$ cat src/sv/atib_pkg.sv
package atib_pkg;

    // Width of the result port.
    localparam int OUT_WIDTH = 32;

    // Radix register: width, value after reset and the largest base honoured.
    localparam int RADIX_W = 5;
    localparam logic [RADIX_W-1:0] RADIX_RESET = 5'd10;
    localparam logic [RADIX_W-1:0] RADIX_MAX   = 5'd16;

    // Digit value carried between front and back; DIGIT_NONE marks a non-digit.
    localparam int DIGIT_W = 5;
    localparam logic [DIGIT_W-1:0] DIGIT_NONE = 5'd16;

    // Depth of the queue between front and back.
    localparam int QUEUE_DEPTH = 2;

    // Classified character, as handed from the front to the back.
    typedef struct packed {
        logic                is_space;
        logic                is_plus;
        logic                is_minus;
        logic                is_zero;
        logic                is_x;
        logic [DIGIT_W-1:0]  digit;
        logic                last;
    } char_class_t;

endpackage

$ cat src/sv/atib_front.sv
module atib_front (
    input  logic                  in_valid,
    output logic                  in_ready,
    input  logic [7:0]            char_code,
    input  logic                  end_of_string,
    output logic                  push_valid,
    input  logic                  push_ready,
    output atib_pkg::char_class_t push_item
);
    import atib_pkg::*;

    localparam logic [7:0] CH_TAB    = 8'h09;
    localparam logic [7:0] CH_CR     = 8'h0D;
    localparam logic [7:0] CH_SPACE  = 8'h20;
    localparam logic [7:0] CH_PLUS   = 8'h2B;
    localparam logic [7:0] CH_MINUS  = 8'h2D;
    localparam logic [7:0] CH_ZERO   = 8'h30;
    localparam logic [7:0] CH_NINE   = 8'h39;
    localparam logic [7:0] CH_UP_A   = 8'h41;
    localparam logic [7:0] CH_UP_F   = 8'h46;
    localparam logic [7:0] CH_UP_X   = 8'h58;
    localparam logic [7:0] CH_LO_A   = 8'h61;
    localparam logic [7:0] CH_LO_F   = 8'h66;
    localparam logic [7:0] CH_LO_X   = 8'h78;
    localparam logic [7:0] TEN       = 8'd10;

    function automatic char_class_t classify(input logic [7:0] c, input logic last);
        char_class_t cls;
        cls.is_space = (c == CH_SPACE) || ((c >= CH_TAB) && (c <= CH_CR));
        cls.is_plus  = (c == CH_PLUS);
        cls.is_minus = (c == CH_MINUS);
        cls.is_zero  = (c == CH_ZERO);
        cls.is_x     = (c == CH_LO_X) || (c == CH_UP_X);
        if ((c >= CH_ZERO) && (c <= CH_NINE))
        begin
            cls.digit = DIGIT_W'(c - CH_ZERO);
        end
        else if ((c >= CH_LO_A) && (c <= CH_LO_F))
        begin
            cls.digit = DIGIT_W'(c - CH_LO_A + TEN);
        end
        else if ((c >= CH_UP_A) && (c <= CH_UP_F))
        begin
            cls.digit = DIGIT_W'(c - CH_UP_A + TEN);
        end
        else
        begin
            cls.digit = DIGIT_NONE;
        end
        cls.last = last;
        return cls;
    endfunction

    // Requests go straight into the queue, so the front stalls only when it is full.
    assign in_ready   = push_ready;
    assign push_valid = in_valid;
    assign push_item  = classify(char_code, end_of_string);

endmodule

$ cat src/sv/atib_queue.sv
module atib_queue (
    input  logic                  clk,
    input  logic                  rst_n,
    input  logic                  push_valid,
    output logic                  push_ready,
    input  atib_pkg::char_class_t push_item,
    output logic                  pop_valid,
    input  logic                  pop_ready,
    output atib_pkg::char_class_t pop_item
);
    import atib_pkg::*;

    localparam int PTR_W = $clog2(QUEUE_DEPTH);
    localparam int CNT_W = $clog2(QUEUE_DEPTH + 1);

    char_class_t            entry_reg [QUEUE_DEPTH];
    logic [PTR_W-1:0]       wr_ptr_reg;
    logic [PTR_W-1:0]       rd_ptr_reg;
    logic [CNT_W-1:0]       count_reg;
    logic                   do_push;
    logic                   do_pop;

    assign push_ready = (count_reg != CNT_W'(QUEUE_DEPTH));
    assign pop_valid  = (count_reg != '0);
    assign pop_item   = entry_reg[rd_ptr_reg];
    assign do_push    = push_valid && push_ready;
    assign do_pop     = pop_valid && pop_ready;

    always_ff @(posedge clk)
    begin
        if (do_push)
        begin
            entry_reg[wr_ptr_reg] <= push_item;
        end
    end

    always_ff @(posedge clk or negedge rst_n)
    begin
        if (!rst_n)
        begin
            wr_ptr_reg <= '0;
            rd_ptr_reg <= '0;
            count_reg  <= '0;
        end
        else
        begin
            if (do_push)
            begin
                wr_ptr_reg <= (wr_ptr_reg == PTR_W'(QUEUE_DEPTH - 1)) ? '0
                                                                     : wr_ptr_reg + 1'b1;
            end
            if (do_pop)
            begin
                rd_ptr_reg <= (rd_ptr_reg == PTR_W'(QUEUE_DEPTH - 1)) ? '0
                                                                     : rd_ptr_reg + 1'b1;
            end
            if (do_push && !do_pop)
            begin
                count_reg <= count_reg + 1'b1;
            end
            else if (do_pop && !do_push)
            begin
                count_reg <= count_reg - 1'b1;
            end
        end
    end

endmodule

$ cat src/sv/atib_back.sv
module atib_back #(
    parameter int VALUE_WIDTH = 32
) (
    input  logic                             clk,
    input  logic                             rst_n,
    input  logic                             pop_valid,
    output logic                             pop_ready,
    input  atib_pkg::char_class_t            pop_item,
    input  logic [atib_pkg::RADIX_W-1:0]     radix,
    output logic                             out_valid,
    input  logic                             out_ready,
    output logic [atib_pkg::OUT_WIDTH-1:0]   parsed_value
);
    import atib_pkg::*;

    typedef enum logic [2:0] {
        PH_WS,
        PH_PRE,
        PH_ZERO,
        PH_DIG,
        PH_STOP
    } phase_t;

    phase_t                     phase_reg,  phase_next;
    logic                       neg_reg,    neg_next;
    logic [VALUE_WIDTH-1:0]     acc_reg,    acc_next;
    logic                       out_valid_reg, out_valid_next;
    logic [OUT_WIDTH-1:0]       value_reg,  value_next;

    logic                       advance;
    logic [RADIX_W-1:0]         radix_eff;
    logic                       digit_ok;
    logic                       prefix_zero;
    logic [VALUE_WIDTH-1:0]     mac;
    logic [VALUE_WIDTH-1:0]     mag;

    assign pop_ready    = !out_valid_reg || out_ready;
    assign advance      = pop_valid && pop_ready;
    assign out_valid    = out_valid_reg;
    assign parsed_value = value_reg;

    assign radix_eff   = (radix > RADIX_MAX) ? RADIX_MAX : radix;
    assign digit_ok    = (pop_item.digit < radix_eff);
    assign prefix_zero = (radix == RADIX_MAX) && pop_item.is_zero;
    assign mac         = VALUE_WIDTH'(acc_reg * VALUE_WIDTH'(radix_eff))
                       + VALUE_WIDTH'(pop_item.digit);

    always_comb
    begin
        phase_next     = phase_reg;
        neg_next       = neg_reg;
        acc_next       = acc_reg;
        out_valid_next = out_valid_reg && !out_ready;
        value_next     = value_reg;
        mag            = '0;

        if (advance)
        begin
            unique case (phase_reg)
                PH_WS:
                begin
                    if (pop_item.is_space)
                    begin
                        phase_next = PH_WS;
                    end
                    else if (pop_item.is_plus || pop_item.is_minus)
                    begin
                        neg_next   = pop_item.is_minus;
                        phase_next = PH_PRE;
                    end
                    else if (prefix_zero)
                    begin
                        phase_next = PH_ZERO;
                    end
                    else if (digit_ok)
                    begin
                        acc_next   = mac;
                        phase_next = PH_DIG;
                    end
                    else
                    begin
                        phase_next = PH_STOP;
                    end
                end
                PH_PRE:
                begin
                    if (prefix_zero)
                    begin
                        phase_next = PH_ZERO;
                    end
                    else if (digit_ok)
                    begin
                        acc_next   = mac;
                        phase_next = PH_DIG;
                    end
                    else
                    begin
                        phase_next = PH_STOP;
                    end
                end
                PH_ZERO:
                begin
                    // A leading zero that is not followed by x is simply a digit.
                    if (pop_item.is_x)
                    begin
                        phase_next = PH_DIG;
                    end
                    else if (digit_ok)
                    begin
                        acc_next   = mac;
                        phase_next = PH_DIG;
                    end
                    else
                    begin
                        phase_next = PH_STOP;
                    end
                end
                PH_DIG:
                begin
                    if (digit_ok)
                    begin
                        acc_next   = mac;
                        phase_next = PH_DIG;
                    end
                    else
                    begin
                        phase_next = PH_STOP;
                    end
                end
                PH_STOP:
                begin
                    phase_next = PH_STOP;
                end
                default:
                begin
                    phase_next = PH_STOP;
                end
            endcase

            if (pop_item.last)
            begin
                // The sign is applied to the accumulator as it stands after
                // this character, before the parse state is cleared.
                mag = acc_next;
                if (neg_next)
                begin
                    mag = {VALUE_WIDTH{1'b0}} - acc_next;
                end
                out_valid_next = 1'b1;
                value_next     = OUT_WIDTH'(signed'(mag));
                phase_next     = PH_WS;
                neg_next       = 1'b0;
                acc_next       = '0;
            end
        end
    end

    always_ff @(posedge clk or negedge rst_n)
    begin
        if (!rst_n)
        begin
            phase_reg     <= PH_WS;
            neg_reg       <= 1'b0;
            acc_reg       <= '0;
            out_valid_reg <= 1'b0;
            value_reg     <= '0;
        end
        else
        begin
            phase_reg     <= phase_next;
            neg_reg       <= neg_next;
            acc_reg       <= acc_next;
            out_valid_reg <= out_valid_next;
            value_reg     <= value_next;
        end
    end

endmodule

$ cat src/sv/ascii_to_integer_base.sv
// ascii_to_integer_base: parses a stream of ASCII characters into signed integers.
//
// Input channel (in_valid/in_ready): one request carries one character in
// char_code and end_of_string, which marks the final character of a string.
// Output channel (out_valid/out_ready): one request carries parsed_value, the
// 32-bit signed result, and is produced only for a request with end_of_string.
// Configuration channel (cfg_valid/cfg_ready): one request writes radix, the
// base from 2 to 16; it resets to 10 and is meant to be written while idle.
//
// Throughput is one character per cycle unless the queue is full: a classifier
// front end feeds a two-entry queue, and the back end does the digit multiply-add
// combinationally. A result is registered: its final character passes the queue,
// then the back end's result register. While the receiver stalls, the result
// register holds and the queue absorbs characters; in_ready falls only once the
// queue is full. Reset clears the parse state, the queue and the result register,
// and restores the radix to 10. Overflow wraps at VALUE_WIDTH bits.
module ascii_to_integer_base #(
    parameter int VALUE_WIDTH = 32
) (
    input  logic                            clk,
    input  logic                            rst_n,
    input  logic                            in_valid,
    output logic                            in_ready,
    input  logic [7:0]                      char_code,
    input  logic                            end_of_string,
    output logic                            out_valid,
    input  logic                            out_ready,
    output logic [atib_pkg::OUT_WIDTH-1:0]  parsed_value,
    input  logic                            cfg_valid,
    output logic                            cfg_ready,
    input  logic [atib_pkg::RADIX_W-1:0]    radix
);
    import atib_pkg::*;

    logic [RADIX_W-1:0] radix_reg;

    logic               push_valid;
    logic               push_ready;
    char_class_t        push_item;
    logic               pop_valid;
    logic               pop_ready;
    char_class_t        pop_item;

    // The radix register is always ready to take a write.
    assign cfg_ready = 1'b1;

    always_ff @(posedge clk or negedge rst_n)
    begin
        if (!rst_n)
        begin
            radix_reg <= RADIX_RESET;
        end
        else if (cfg_valid && cfg_ready)
        begin
            radix_reg <= radix;
        end
    end

    atib_front u_front (
        .in_valid      (in_valid),
        .in_ready      (in_ready),
        .char_code     (char_code),
        .end_of_string (end_of_string),
        .push_valid    (push_valid),
        .push_ready    (push_ready),
        .push_item     (push_item)
    );

    atib_queue u_queue (
        .clk        (clk),
        .rst_n      (rst_n),
        .push_valid (push_valid),
        .push_ready (push_ready),
        .push_item  (push_item),
        .pop_valid  (pop_valid),
        .pop_ready  (pop_ready),
        .pop_item   (pop_item)
    );

    atib_back #(
        .VALUE_WIDTH (VALUE_WIDTH)
    ) u_back (
        .clk          (clk),
        .rst_n        (rst_n),
        .pop_valid    (pop_valid),
        .pop_ready    (pop_ready),
        .pop_item     (pop_item),
        .radix        (radix_reg),
        .out_valid    (out_valid),
        .out_ready    (out_ready),
        .parsed_value (parsed_value)
    );

`ifndef SYNTH
    // A character taken on the input is waiting in the queue on the next cycle.
    a_in_to_queue: assert property (@(posedge clk) disable iff (!rst_n)
        (in_valid && in_ready) |=> pop_valid)
        else $error("accepted character did not reach the queue");

    // A result appears only after the back end consumed a final character.
    a_result_from_last: assert property (@(posedge clk) disable iff (!rst_n)
        $rose(out_valid) |-> $past(pop_valid && pop_ready && pop_item.last))
        else $error("result produced without a final character");

    // A configuration write lands in the radix register.
    a_cfg_write: assert property (@(posedge clk) disable iff (!rst_n)
        (cfg_valid && cfg_ready) |=> (radix_reg == $past(radix)))
        else $error("radix write lost");
`endif

endmodule
$ cat config.mk
export PLATFORM = sky130hd
export DESIGN_NAME = ascii_to_integer_base
export DESIGN_NICKNAME = d
export VERILOG_FILES = /design/src/sv/atib_pkg.sv /design/src/sv/atib_front.sv /design/src/sv/atib_queue.sv /design/src/sv/atib_back.sv /design/src/sv/ascii_to_integer_base.sv
export SDC_FILE = /design/constraint.sdc
export NUM_CORES = 1
export LEC_CHECK = 0
export ABC_AREA = 1
export BUFFER_PORTS_ARGS = -buffer_cell sky130_fd_sc_hd__buf_2
export CAP_MARGIN = 5
export CELL_PAD_IN_SITES_DETAIL_PLACEMENT = 1
export CELL_PAD_IN_SITES_GLOBAL_PLACEMENT = 2
export CORE_AREA = 3 3 179 181
export DETAILED_ROUTE_END_ITERATION = 8
export DIE_AREA = 0 0 182 184
export PLACE_DENSITY_LB_ADDON = 0.1
export SLEW_MARGIN = 10
export SYNTH_ARGS = -nofsm -noshare
export SYNTH_HDL_FRONTEND = slang
export SYNTH_HIERARCHICAL = 1
export SYNTH_SLANG_ARGS = --single-unit
$ cat constraint.sdc
create_clock -name clk -period 10.2 [get_ports clk]
set_input_delay 1.02 -clock clk [delete_from_list [all_inputs] [get_ports clk]]
set_output_delay 1.02 -clock clk [all_outputs]
set_load 0.03 [all_outputs]
=== Word-level counts from Yosys, hierarchy flattened ===
Memories as Yosys holds them, arrays and structs flattened.
Cells that the tools add are included.

* Add/subtract/negate cells: 11
* Multiply operators: 1
* $lt $le $gt $ge: 10
* Equal/unequal tests: 11
* Muxes and demuxes: 33
* Reductions and logical operators: 22

{| class="wikitable"
|+ Operator list
! operator !! count
|-
| $mux 32 || 8
|-
| $pmux 32 s4 || 1
|-
| $add 32x5->32 || 1
|-
| $eq 8x6->1 const B || 4
|-
| $mul 32x5->32 || 1
|-
| $sub 1x32->32 const A || 1
|-
| $mux 5 || 4
|-
| $mux 3 || 6
|-
| $eq 8x7->1 const B || 2
|-
| $ge 8x7->1 const B || 2
|-
| $le 8x7->1 const B || 2
|-
| $pmux 3 s4 || 1
|-
| $mux 1 || 11
|-
| $add 5x4->5 const B || 2
|-
| $logic_and 1x1->1 || 10
|-
| $sub 5x1->5 const B || 2
|-
| $ge 8x4->1 const B || 1
|-
| $ge 8x6->1 const B || 1
|-
| $le 8x4->1 const B || 1
|-
| $le 8x6->1 const B || 1
|-
| $eq 3x2->1 const B || 2
|-
| $eq 5x5->1 const B || 1
|-
| $gt 5x5->1 const B || 1
|-
| $lt 5x5->1 || 1
|-
| other kinds (12) || 21
|}

* Register bits after elaboration: 78
* Memory bits (writable): 22
* Input bits: 19
* Output and inout bits: 35
* Word-level logic and storage cells: 98
* Memories: 1

{| class="wikitable"
|+ Memory list
! memory !! words !! bits a word !! read ports !! clocked after memory_dff !! wr ports !! RTL line !! text
|-
| u_queue.entry_reg || 2 || 11 || 1 || 0 || 1 || atib_queue.sv:16 || <nowiki>char_class_t entry_reg [QUEUE_DEPTH];</nowiki>
|}

=== Longest topological paths before layout ===
Gate-level depths: netlist (run 1).

* Word-level depth: 12
* Depth in mapped cells: 34
* Gate-level depth less buffers: 32

=== Modules after synthesis ===
Netlist (run 1), hierarchy kept.

{| class="wikitable"
|+ By module, submodules not included
! module !! times used !! cells each !! area an instance (sq um) !! seq. area each (sq um)
|-
| atib_back || 1 || 1554 || 10252.3 || 1726.7
|-
| atib_queue || 1 || 86 || 1042.2 || 760.7
|-
| atib_front || 1 || 56 || 362.8 || 0.0
|-
| ascii_to_integer_base || 1 || 23 || 198.9 || 127.6
|}

=== Least setup slack after synthesis (run 1) ===
No wires, ideal clock.

* Path type: flip-flop to flip-flop
* Start: register radix_reg[4]
* End: register u_back.value_reg[16], in the netlist u_back/parsed_value[16]
* Setup time: 0.117 ns
* Arrival time: 4.864 ns
* Required time: 10.083 ns
* Setup slack: 5.219 ns
* Cell stages (with the launch flop): 30
* Buffers on the path: 2
* Clock period less this slack: 4.981 ns
* Cell sequence: dfrtp_1 -> buf_2 -> clkinv_1 -> nand2_1 -> clkbuf_1 -> nor2_1 -> fa_1 -> fa_1 -> inv_1 -> fa_1 -> inv_1 -> ha_1 -> nand2_1 -> nor2_1 -> nand3_1 -> nand3_1 -> nand2_1 -> nand2_1 -> nand2_1 -> nand3_1 -> nand2_4 -> nor2_2 -> nand2_1 -> nor2_1 -> nand2_1 -> xor2_1 -> nand2_1 -> o21ai_1 -> nand2_1 -> nand2_1

* Word-level cells in the longest chain between the ends: 12
* Elaborated cells on any way between the ends: 16
* Classes of those cells: 2 x add/sub; 1 x mul; 2 x order compare; 1 x eq/ne; 9 x mux; 1 x reduce/logical

{| class="wikitable"
|+ RTL lines
! element !! RTL line !! text
|-
| from (decl) || ascii_to_integer_base.sv:35 || <nowiki>logic [RADIX_W-1:0] radix_reg;</nowiki>
|-
| from (signal assigned) || ascii_to_integer_base.sv:55 || <nowiki>radix_reg <= radix;</nowiki>
|-
| $gt 5x5->1 || atib_back.sv:42 || <nowiki>assign radix_eff = (radix > RADIX_MAX) ? RADIX_MAX : radix;</nowiki>
|-
| $mux 5 || atib_back.sv:42 ||
|-
| $mul 32x5->32 || atib_back.sv:45 || <nowiki>assign mac = VALUE_WIDTH'(acc_reg * VALUE_WIDTH'(radix_eff))</nowiki>
|-
| $add 32x5->32 || atib_back.sv:46 || <nowiki>+ VALUE_WIDTH'(pop_item.digit);</nowiki>
|-
| $mux 32 || n/a ||
|-
| $mux 32 || atib_back.sv:87 || <nowiki>if (prefix_zero)</nowiki>
|-
| $mux 32 || atib_back.sv:66 || <nowiki>else if (pop_item.is_plus || pop_item.is_minus)</nowiki>
|-
| $mux 32 || atib_back.sv:62 || <nowiki>if (pop_item.is_space)</nowiki>
|-
| $pmux 32 s4 * || atib_back.sv:59 || <nowiki>unique case (phase_reg)</nowiki>
|-
| $mux 32 * || atib_back.sv:57 || <nowiki>if (advance)</nowiki>
|-
| $sub 1x32->32 || atib_back.sv:147 || <nowiki>mag = {VALUE_WIDTH{1'b0}} - acc_next;</nowiki>
|-
| $mux 32 * || atib_back.sv:145 || <nowiki>if (neg_next)</nowiki>
|-
| to (signal assigned) || atib_back.sv:174 || <nowiki>value_reg <= value_next;</nowiki>
|-
| to (decl) || atib_back.sv:28 || <nowiki>logic [OUT_WIDTH-1:0] value_reg, value_next;</nowiki>
|}

Mark *: on every way between the ends. The rest lies on a longest branch, timed or not. The select of a mux whose other input is x is not followed.
A chain may end at the register's enable or synchronous reset.

=== Worst setup path after layout (run 1) ===
Ends and elaborated chain as after synthesis.

==> results of run 1 <==
[kinds of logic (layout without fill, tap and decap cells)]
logic type | Yosys count | after routing | share of synthesized area (%)
compound gates | 131 | 131 | 6.48
xor+xnor | 31 | 31 | 2.35
flops | 100 | 100 | 22.1
buf+inv | 405 | 436 | 13.6
other cells | 1 | 1 | 0.0316
fa+ha+maj | 158 | 158 | 22.2
simple gates | 893 | 893 | 33.3
[critical path, cell delays in order, from the launching register on]
cell,delay (ns)
dfrtp_1,1.03
clkinv_1,0.42
nand2_1,0.89
inv_1,0.40
nand2_1,0.18
fa_1,0.45
fa_1,0.51
fa_1,0.54
inv_1,0.04
ha_1,0.40
nand2_1,0.14
nand3_1,0.20
nand2_1,0.12
nand2_1,0.11
xnor2_1,0.39
o21ai_2,0.14
inv_2,0.11
nand2_2,0.07
nor2_2,0.14
inv_1,0.08
nor2_1,0.20
nand2_1,0.10
xor2_1,0.15
nand2_1,0.06
o21ai_1,0.09
nand2_1,0.08
nand2_1,0.04
[metal layers]
layer	track usage [%]	vias up
li1	-	5293
met1	33.6	5267
met2	38.3	151
met3	1.39	23
met4	5.15	0
met5	0	-
[through the flow]
step                      instances  utilization [%]  power, mW
after floorplan                1719                -       1.90
after global placement         2130             40.5       2.30
after detailed placement       2130             40.5       2.33
after CTS                      2146             41.6       2.72
after global routing           2146             41.6       2.95
final                          2146             41.6       2.70
[cell usage after synthesis, types with 2 or more instances]
cell      number
fa_1          87
inv_2         21
nand2_4       12
a21oi_1       28
nand2_2       23
nor2_8         2
nand4_1       25
nand3b_1       8
nor2_2        10
ha_1          71
nor3_1        15
o21bai_1       3
buf_1          2
nand3_4        4
edfxtp_1      22
o21ai_1       25
nor2_4         8
inv_1        339
nand3_1       99
clkinv_1       2
xor2_1        20
o21ai_2        7
buf_2          6
dfrtp_1       76
xnor2_1       10
dfstp_2        2
buf_4          7
o21a_1         3
clkbuf_1      21
nor2_1       189
buf_6          5
o22ai_1       34
nand2_1      493
o21ai_0       24
[power breakdown]
group	switching, mW	total [mW]	internal (mW)	leakage (nW)
Sequential	0.0553	0.550	0.495	1.25
Combinational	1.25	1.77	0.513	5.65
Clock	0.160	0.377	0.217	0.150
[worst max-delay path by stage]
stage	to	cells past startpoint	from
2_1_floorplan	u_back/parsed_value[16]	29	radix_reg[4]
3_3_place_gp	u_back/parsed_value[14]	25	radix_reg[4]
3_5_place_dp	u_back/parsed_value[16]	26	radix_reg[4]
4_1_cts	u_back/parsed_value[16]	26	radix_reg[4]
5_1_grt	u_back/parsed_value[24]	28	radix_reg[4]
6_report	u_back/parsed_value[16]	26	radix_reg[4]
[layout make-up]
| class | instances | area (um2) | share of cell area, % |
|---|---|---|---|
| multi-input combinational | 1214 | 7620 | 59.9 |
| clock buffer | 11 | 233 | 1.83 |
| clock inverter | 5 | 85.1 | 0.669 |
| inverter | 362 | 1360 | 10.7 |
| tap | 396 | 495 | 3.90 |
| timing repair buffer | 58 | 308 | 2.42 |
| sequential | 100 | 2620 | 20.6 |
==> summary.md, run 1 <==
| Metric | Value |
|---|---|
| Routability cong. | `0.840` |
| Status | `finished clean` |
| Core Area | `30600 um2` |
| Top layer in use | `met4` |
| R2R Path End | `u_back/parsed_value[16]` |
| Lkg Pwr | `7.05 nW` |
| Synth area leaders | `dfrtp_1 (16%), nand2_1 (16%), fa_1 (15%)` |
| Antenna violations before repair | `0` |
| DRC viols | `0` |
| Via density | `5.00` |
| Max IR drop VDD | `0.181 mV` |
| DRT antenna net count | `0` |
| Met2 wire length | `17.1 mm` |
| Max_slew headroom | `20.6%` |
| Initial Utilization | `38.8%` |
| Max cap viols | `0` |
| Maximum clock frequency | `138 MHz` |
| Fin Hold WS | `0.435 ns` |
| FF+latch count, synth | `100` |
| Die area | `33500 um2` |
| Async set or reset register ratio after synthesis | `78.0%` |
| CP startpoint kind | `flop` |
| H-tree levels | `3` |
| Final setup viols | `0` |
| Clk buf depth | `2` |
| Gr ovfl total | `0` |
| Setup TNS | `0 ns` |
| Die span in x | `182 um` |
| Post-synthesis cell type count | `50` |
| Avg Inst Size Synth | `6.90 um2` |
| Dpl cell area | `12400 um2` |
| Largest net degree at the start of global routing | `78` |
| Fin area | `12700 um2` |
| Commonest non-fill, non-tap cell in the layout | `nand2_1` |
| HP Class | `in -> async` |
| RSZ-0062 raised after global routing | `false` |
| Critical Path Sink Type | `flop` |
| CTS tree | `done` |
| Worst slew pin tran | `1.19 ns` |
| Final number of max-transition violations | `0` |
| CTS sink count | `100` |
| Setup WS post-layout | `2.98 ns` |
| Post-DP HPWL | `31.4 mm` |
| Syn Std Cell Area | `11900 um2` |
| Worst r2r src | `radix_reg[4]` |
| Crit Path Class | `reg -> reg` |
| Area growth syn-to-layout | `7.27%` |
| Seq/Total Area, Yosys | `22.1%` |
| Reg2Reg Depth | `26` |
| # fillers | `4004` |
| Final net count | `1922` |
| Worst Path Arrival | `7.47 ns` |
| Syn_nets | `1896` |
| Setup WS pre-CTS | `2.96 ns` |
| Ant diodes | `0` |
| Num CTS Buffers | `9` |
| Wirelength per Cell | `17.6 um` |
| Min Tclk post-route | `7.22 ns` |
| YS warnings | `6` |
| Cell Pwr Density | `212 nW/um2` |
| 1st-iter DRT viols | `545` |
| Most frequent cells in the layout | `nand2_1 (493), inv_1 (339), nor2_1 (189)` |
| Ratio of cells with drive above 1 in the final layout | `9.49%` |
| Hold buffer count at cts | `0` |
| Total track usage | `23.1%` |
| Post-CTS sizing | `0` |
| Post-CTS Setup Repair Bufs | `0` |
| Number of global-route vias before repair | `11400` |
| Worst-path clk slew | `0.07 ns` |
| Clk_lat worst skew | `0.35 ns` |
| Cells after Synth | `1719` |
| Top_reg_cell synth | `dfrtp_1` |
| Met3 WL | `801 um` |
| CP Data Required Time | `10.45 ns` |
| DR pass1 iterations | `5` |
| Reg2reg setup slack | `2.98 ns` |
| Root buf cell | `clkbuf_16` |
| Final wirelength | `37.7 mm` |
| # rows | `64` |
| Hold Violations, Final | `0` |
| Critical path peak fanout | `31` |
| Synth top area share | `16.0%` |
| Global-route wire length before repair | `62.1 mm` |
| Die H | `184 um` |
| WL met1 | `19.1 mm` |
| Via Count | `10700` |
| Num ports | `54` |
| Cell accounting for the most synthesized area | `dfrtp_1` |
| Number of synthesized flops with an enable pin | `22` |
| IO buf count | `52` |
| Clk_skew | `0.00669 ns` |
| Final Cycle Share | `70.8%` |
(Power assumes the default switching activity.)
==> run 2: changes to the inputs <==
--- a/config.mk
+++ b/config.mk
@@ -5,14 +5,14 @@
 export SDC_FILE = /design/constraint.sdc
 export NUM_CORES = 1
 export LEC_CHECK = 0
-export ABC_AREA = 1
+export ABC_AREA = 0
 export BUFFER_PORTS_ARGS = -buffer_cell sky130_fd_sc_hd__buf_2
 export CAP_MARGIN = 5
 export CELL_PAD_IN_SITES_DETAIL_PLACEMENT = 1
 export CELL_PAD_IN_SITES_GLOBAL_PLACEMENT = 2
-export CORE_AREA = 3 3 179 181
+export CORE_AREA = 3 3 180 182
 export DETAILED_ROUTE_END_ITERATION = 8
-export DIE_AREA = 0 0 182 184
+export DIE_AREA = 0 0 183 185
 export PLACE_DENSITY_LB_ADDON = 0.1
 export SLEW_MARGIN = 10
 export SYNTH_ARGS = -nofsm -noshare
==> constraint.sdc (replaced) <==
create_clock -name clk -period 6.1 [get_ports clk]
set_input_delay 0.61 -clock clk [delete_from_list [all_inputs] [get_ports clk]]
set_output_delay 0.61 -clock clk [all_outputs]
set_load 0.03 [all_outputs]
==> summary.md, run 2 <==
| Metric | Value |
|---|---|
| Ratio of cells with drive above 1 in the final layout | `16.5%` |
| Die area | `33900 um2` |
| DRT antenna net count | `0` |
| Most frequent cells in the layout | `inv_1 (159), nand2_1 (132), and2_1 (132)` |
| CTS tree | `done` |
| Status | `finished clean` |
| DR pass1 iterations | `5` |
| Syn_nets | `1452` |
| CP startpoint kind | `flop` |
| Num CTS Buffers | `9` |
| Worst-path clk slew | `0.08 ns` |
| Top layer in use | `met4` |
| DRC viols | `0` |
| Synth top area share | `17.1%` |
| Min Tclk post-route | `5.91 ns` |
| # fillers | `3690` |
| Via Count | `9276` |
| Cell accounting for the most synthesized area | `dfrtp_1` |
| Clk_skew | `0.00942 ns` |
| Max_slew headroom | `29.0%` |
| Root buf cell | `clkbuf_16` |
| Number of global-route vias before repair | `9753` |
| Async set or reset register ratio after synthesis | `78.0%` |
| Via density | `5.26` |
| Post-synthesis cell type count | `97` |
| CTS sink count | `100` |
| Commonest non-fill, non-tap cell in the layout | `inv_1` |
| IO buf count | `52` |
| CP Data Required Time | `6.32 ns` |
| Cell Pwr Density | `369 nW/um2` |
| List of most frequent post-synthesis cells | `inv_1 (159), nand2_1 (135), and2_1 (133)` |
| Die H | `185 um` |
| Worst slew pin tran | `1.06 ns` |
| Final setup viols | `0` |
| Clk buf depth | `2` |
| Routability cong. | `0.824` |
| Max cap viols | `0` |
| HP Class | `in -> async` |
| Cells after Synth | `1275` |
| Top_reg_cell synth | `dfrtp_1` |
| Gr ovfl total | `0` |
| Placed insts | `1744` |
| Most frequent cell after synthesis | `inv_1` |
| 1st-iter DRT viols | `526` |
| Core Area | `30700 um2` |
| Global-route wire length before repair | `57.3 mm` |
| Worst Path Arrival | `6.13 ns` |
| Seq/Total Area, Yosys | `23.6%` |
| Number of synthesized flops with an enable pin | `22` |
| H-tree levels | `3` |
| Final Cycle Share | `96.9%` |
| # rows | `64` |
| Area growth syn-to-layout | `14.9%` |
| Antenna violations before repair | `0` |
| Clk_lat worst skew | `0.36 ns` |
| Total power after layout | `4.71 mW` |
| Avg Inst Size Synth | `8.71 um2` |
| Synth area leaders | `dfrtp_1 (17%), fa_1 (16%), ha_1 (8.0%)` |
| Num ports | `54` |
| Die span in x | `183 um` |
| Final number of max-transition violations | `0` |
| Post-DP HPWL | `28.6 mm` |
| Met3 WL | `1.05 mm` |
| Initial Utilization | `36.1%` |
| Total track usage | `21.7%` |
| Hold Violations, Final | `0` |
| Wirelength per Cell | `20.3 um` |
| Max IR drop VDD | `0.300 mV` |
| Final non-filler cell total | `1765` |
| Maximum clock frequency | `169 MHz` |
| Critical Path Sink Type | `flop` |
| YS warnings | `6` |
| Hold buffer count at cts | `0` |
| Largest net degree at the start of global routing | `68` |
| Lkg Pwr | `6.07 nW` |
| Met2 wire length | `14.7 mm` |
| WL met1 | `19.7 mm` |
| Final net count | `1540` |
| Critical path peak fanout | `6` |
| Syn Std Cell Area | `11100 um2` |
| Final wirelength | `35.9 mm` |
| FF+latch count, synth | `100` |
| Crit Path Class | `reg -> reg` |
run 2: critical path: stages (launching register included):
cell and delay (ns):
dfrtp_2 0.47, buf_4 0.18, nor2b_4 0.18, and2_1 0.17, fa_1 0.41, inv_1 0.08
fa_1 0.44, fa_1 0.56, inv_1 0.05, ha_1 0.31, buf_4 0.16, a21o_1 0.19
nand4_1 0.15, a21oi_1 0.11, or3_4 0.37, a211oi_4 0.41, o2111ai_2 0.18, or4_4 0.58
buf_4 0.19, o41ai_4 0.33, xnor2_1 0.18, o21ai_1 0.09
run 2: final timing paths:
check	cells past startpoint	endpoint	slack, ns	from
worst max-delay path	21	u_back/parsed_value[25]	0.19	radix_reg[4]
worst min-delay path	1	u_back/acc_reg[2]	0.1	rst_n
worst max register to register	21	u_back/parsed_value[25]	0.19	radix_reg[4]
worst min register to register	2	u_back/parsed_value[16]	0.49	u_back/parsed_value[16]
max in group asynchronous	2	radix_reg[4]	4.84	rst_n
min in group clk	1	u_queue/entry_reg[1][0]	0.45	end_of_string
run 2: stage by stage:
stage	cell area [um2]	hold WS, ns	TNS, ns	util [%]	setup slack, ns
global route	12800	0.0947	-0.00431	41.5	-0.00431
global placement	12200	0.462	0	39.8	0.103
CTS	12500	0.0944	0	40.8	0.00696
detailed placement	12200	0.474	-0.0233	39.8	-0.0233
floorplan	11100	0.314	0	-	0.321
finish	12800	0.0977	0	41.5	0.189
run 2: kinds of logic after synthesis:
| group | Yosys count | synth area share [%] |
|---|---|---|
| flip-flops | 100 | 23.6 |
| other | 1 | 0.0338 |
| XOR/XNOR | 51 | 4.15 |
| AO/OA/AOI/OAI | 266 | 15.9 |
| AND/OR/NAND/NOR | 446 | 21.4 |
| adder cells (fa/ha/maj) | 158 | 23.7 |
| multiplexers | 36 | 3.55 |
| buffers and inverters | 217 | 7.75 |
run 2: timing repair:
action                                  in CTS  in global routing
resized for setup                            1                 31
pin swaps                                    0                 10
hold endpoints to repair                     0                  0
cloned                                       0                  1
endpoints found under the setup margin       2                 13
buffers inserted                             0                  3
run 2: routing by layer:
metal	global-route usage [%]	vias up
met5	0	-
met4	4.14	0
met3	2.51	24
met2	31.4	147
met1	34.9	4656
li1	-	4449
run 2: power breakdown:
part | switching (mW) | internal [mW] | total, mW
Sequential | 0.141 | 0.850 | 0.992
Clock | 0.277 | 0.321 | 0.598
Combinational | 1.94 | 1.18 | 3.12
Total | 2.35 | 2.35 | 4.71
run 2: layout make-up:
| cell class | instances | area, um2 | area share [%] |
|---|---|---|---|
| Inverter | 159 | 597 | 4.68 |
| Multi-Input combinational cell | 958 | 7800 | 61.1 |
| Sequential cell | 100 | 2620 | 20.5 |
| Timing Repair Buffer | 135 | 948 | 7.43 |
| Antenna cell | 1 | 2.50 | 0.0196 |
| Clock buffer | 9 | 225 | 1.77 |
| Tap cell | 396 | 495 | 3.88 |
| Clock inverter | 7 | 75.1 | 0.588 |
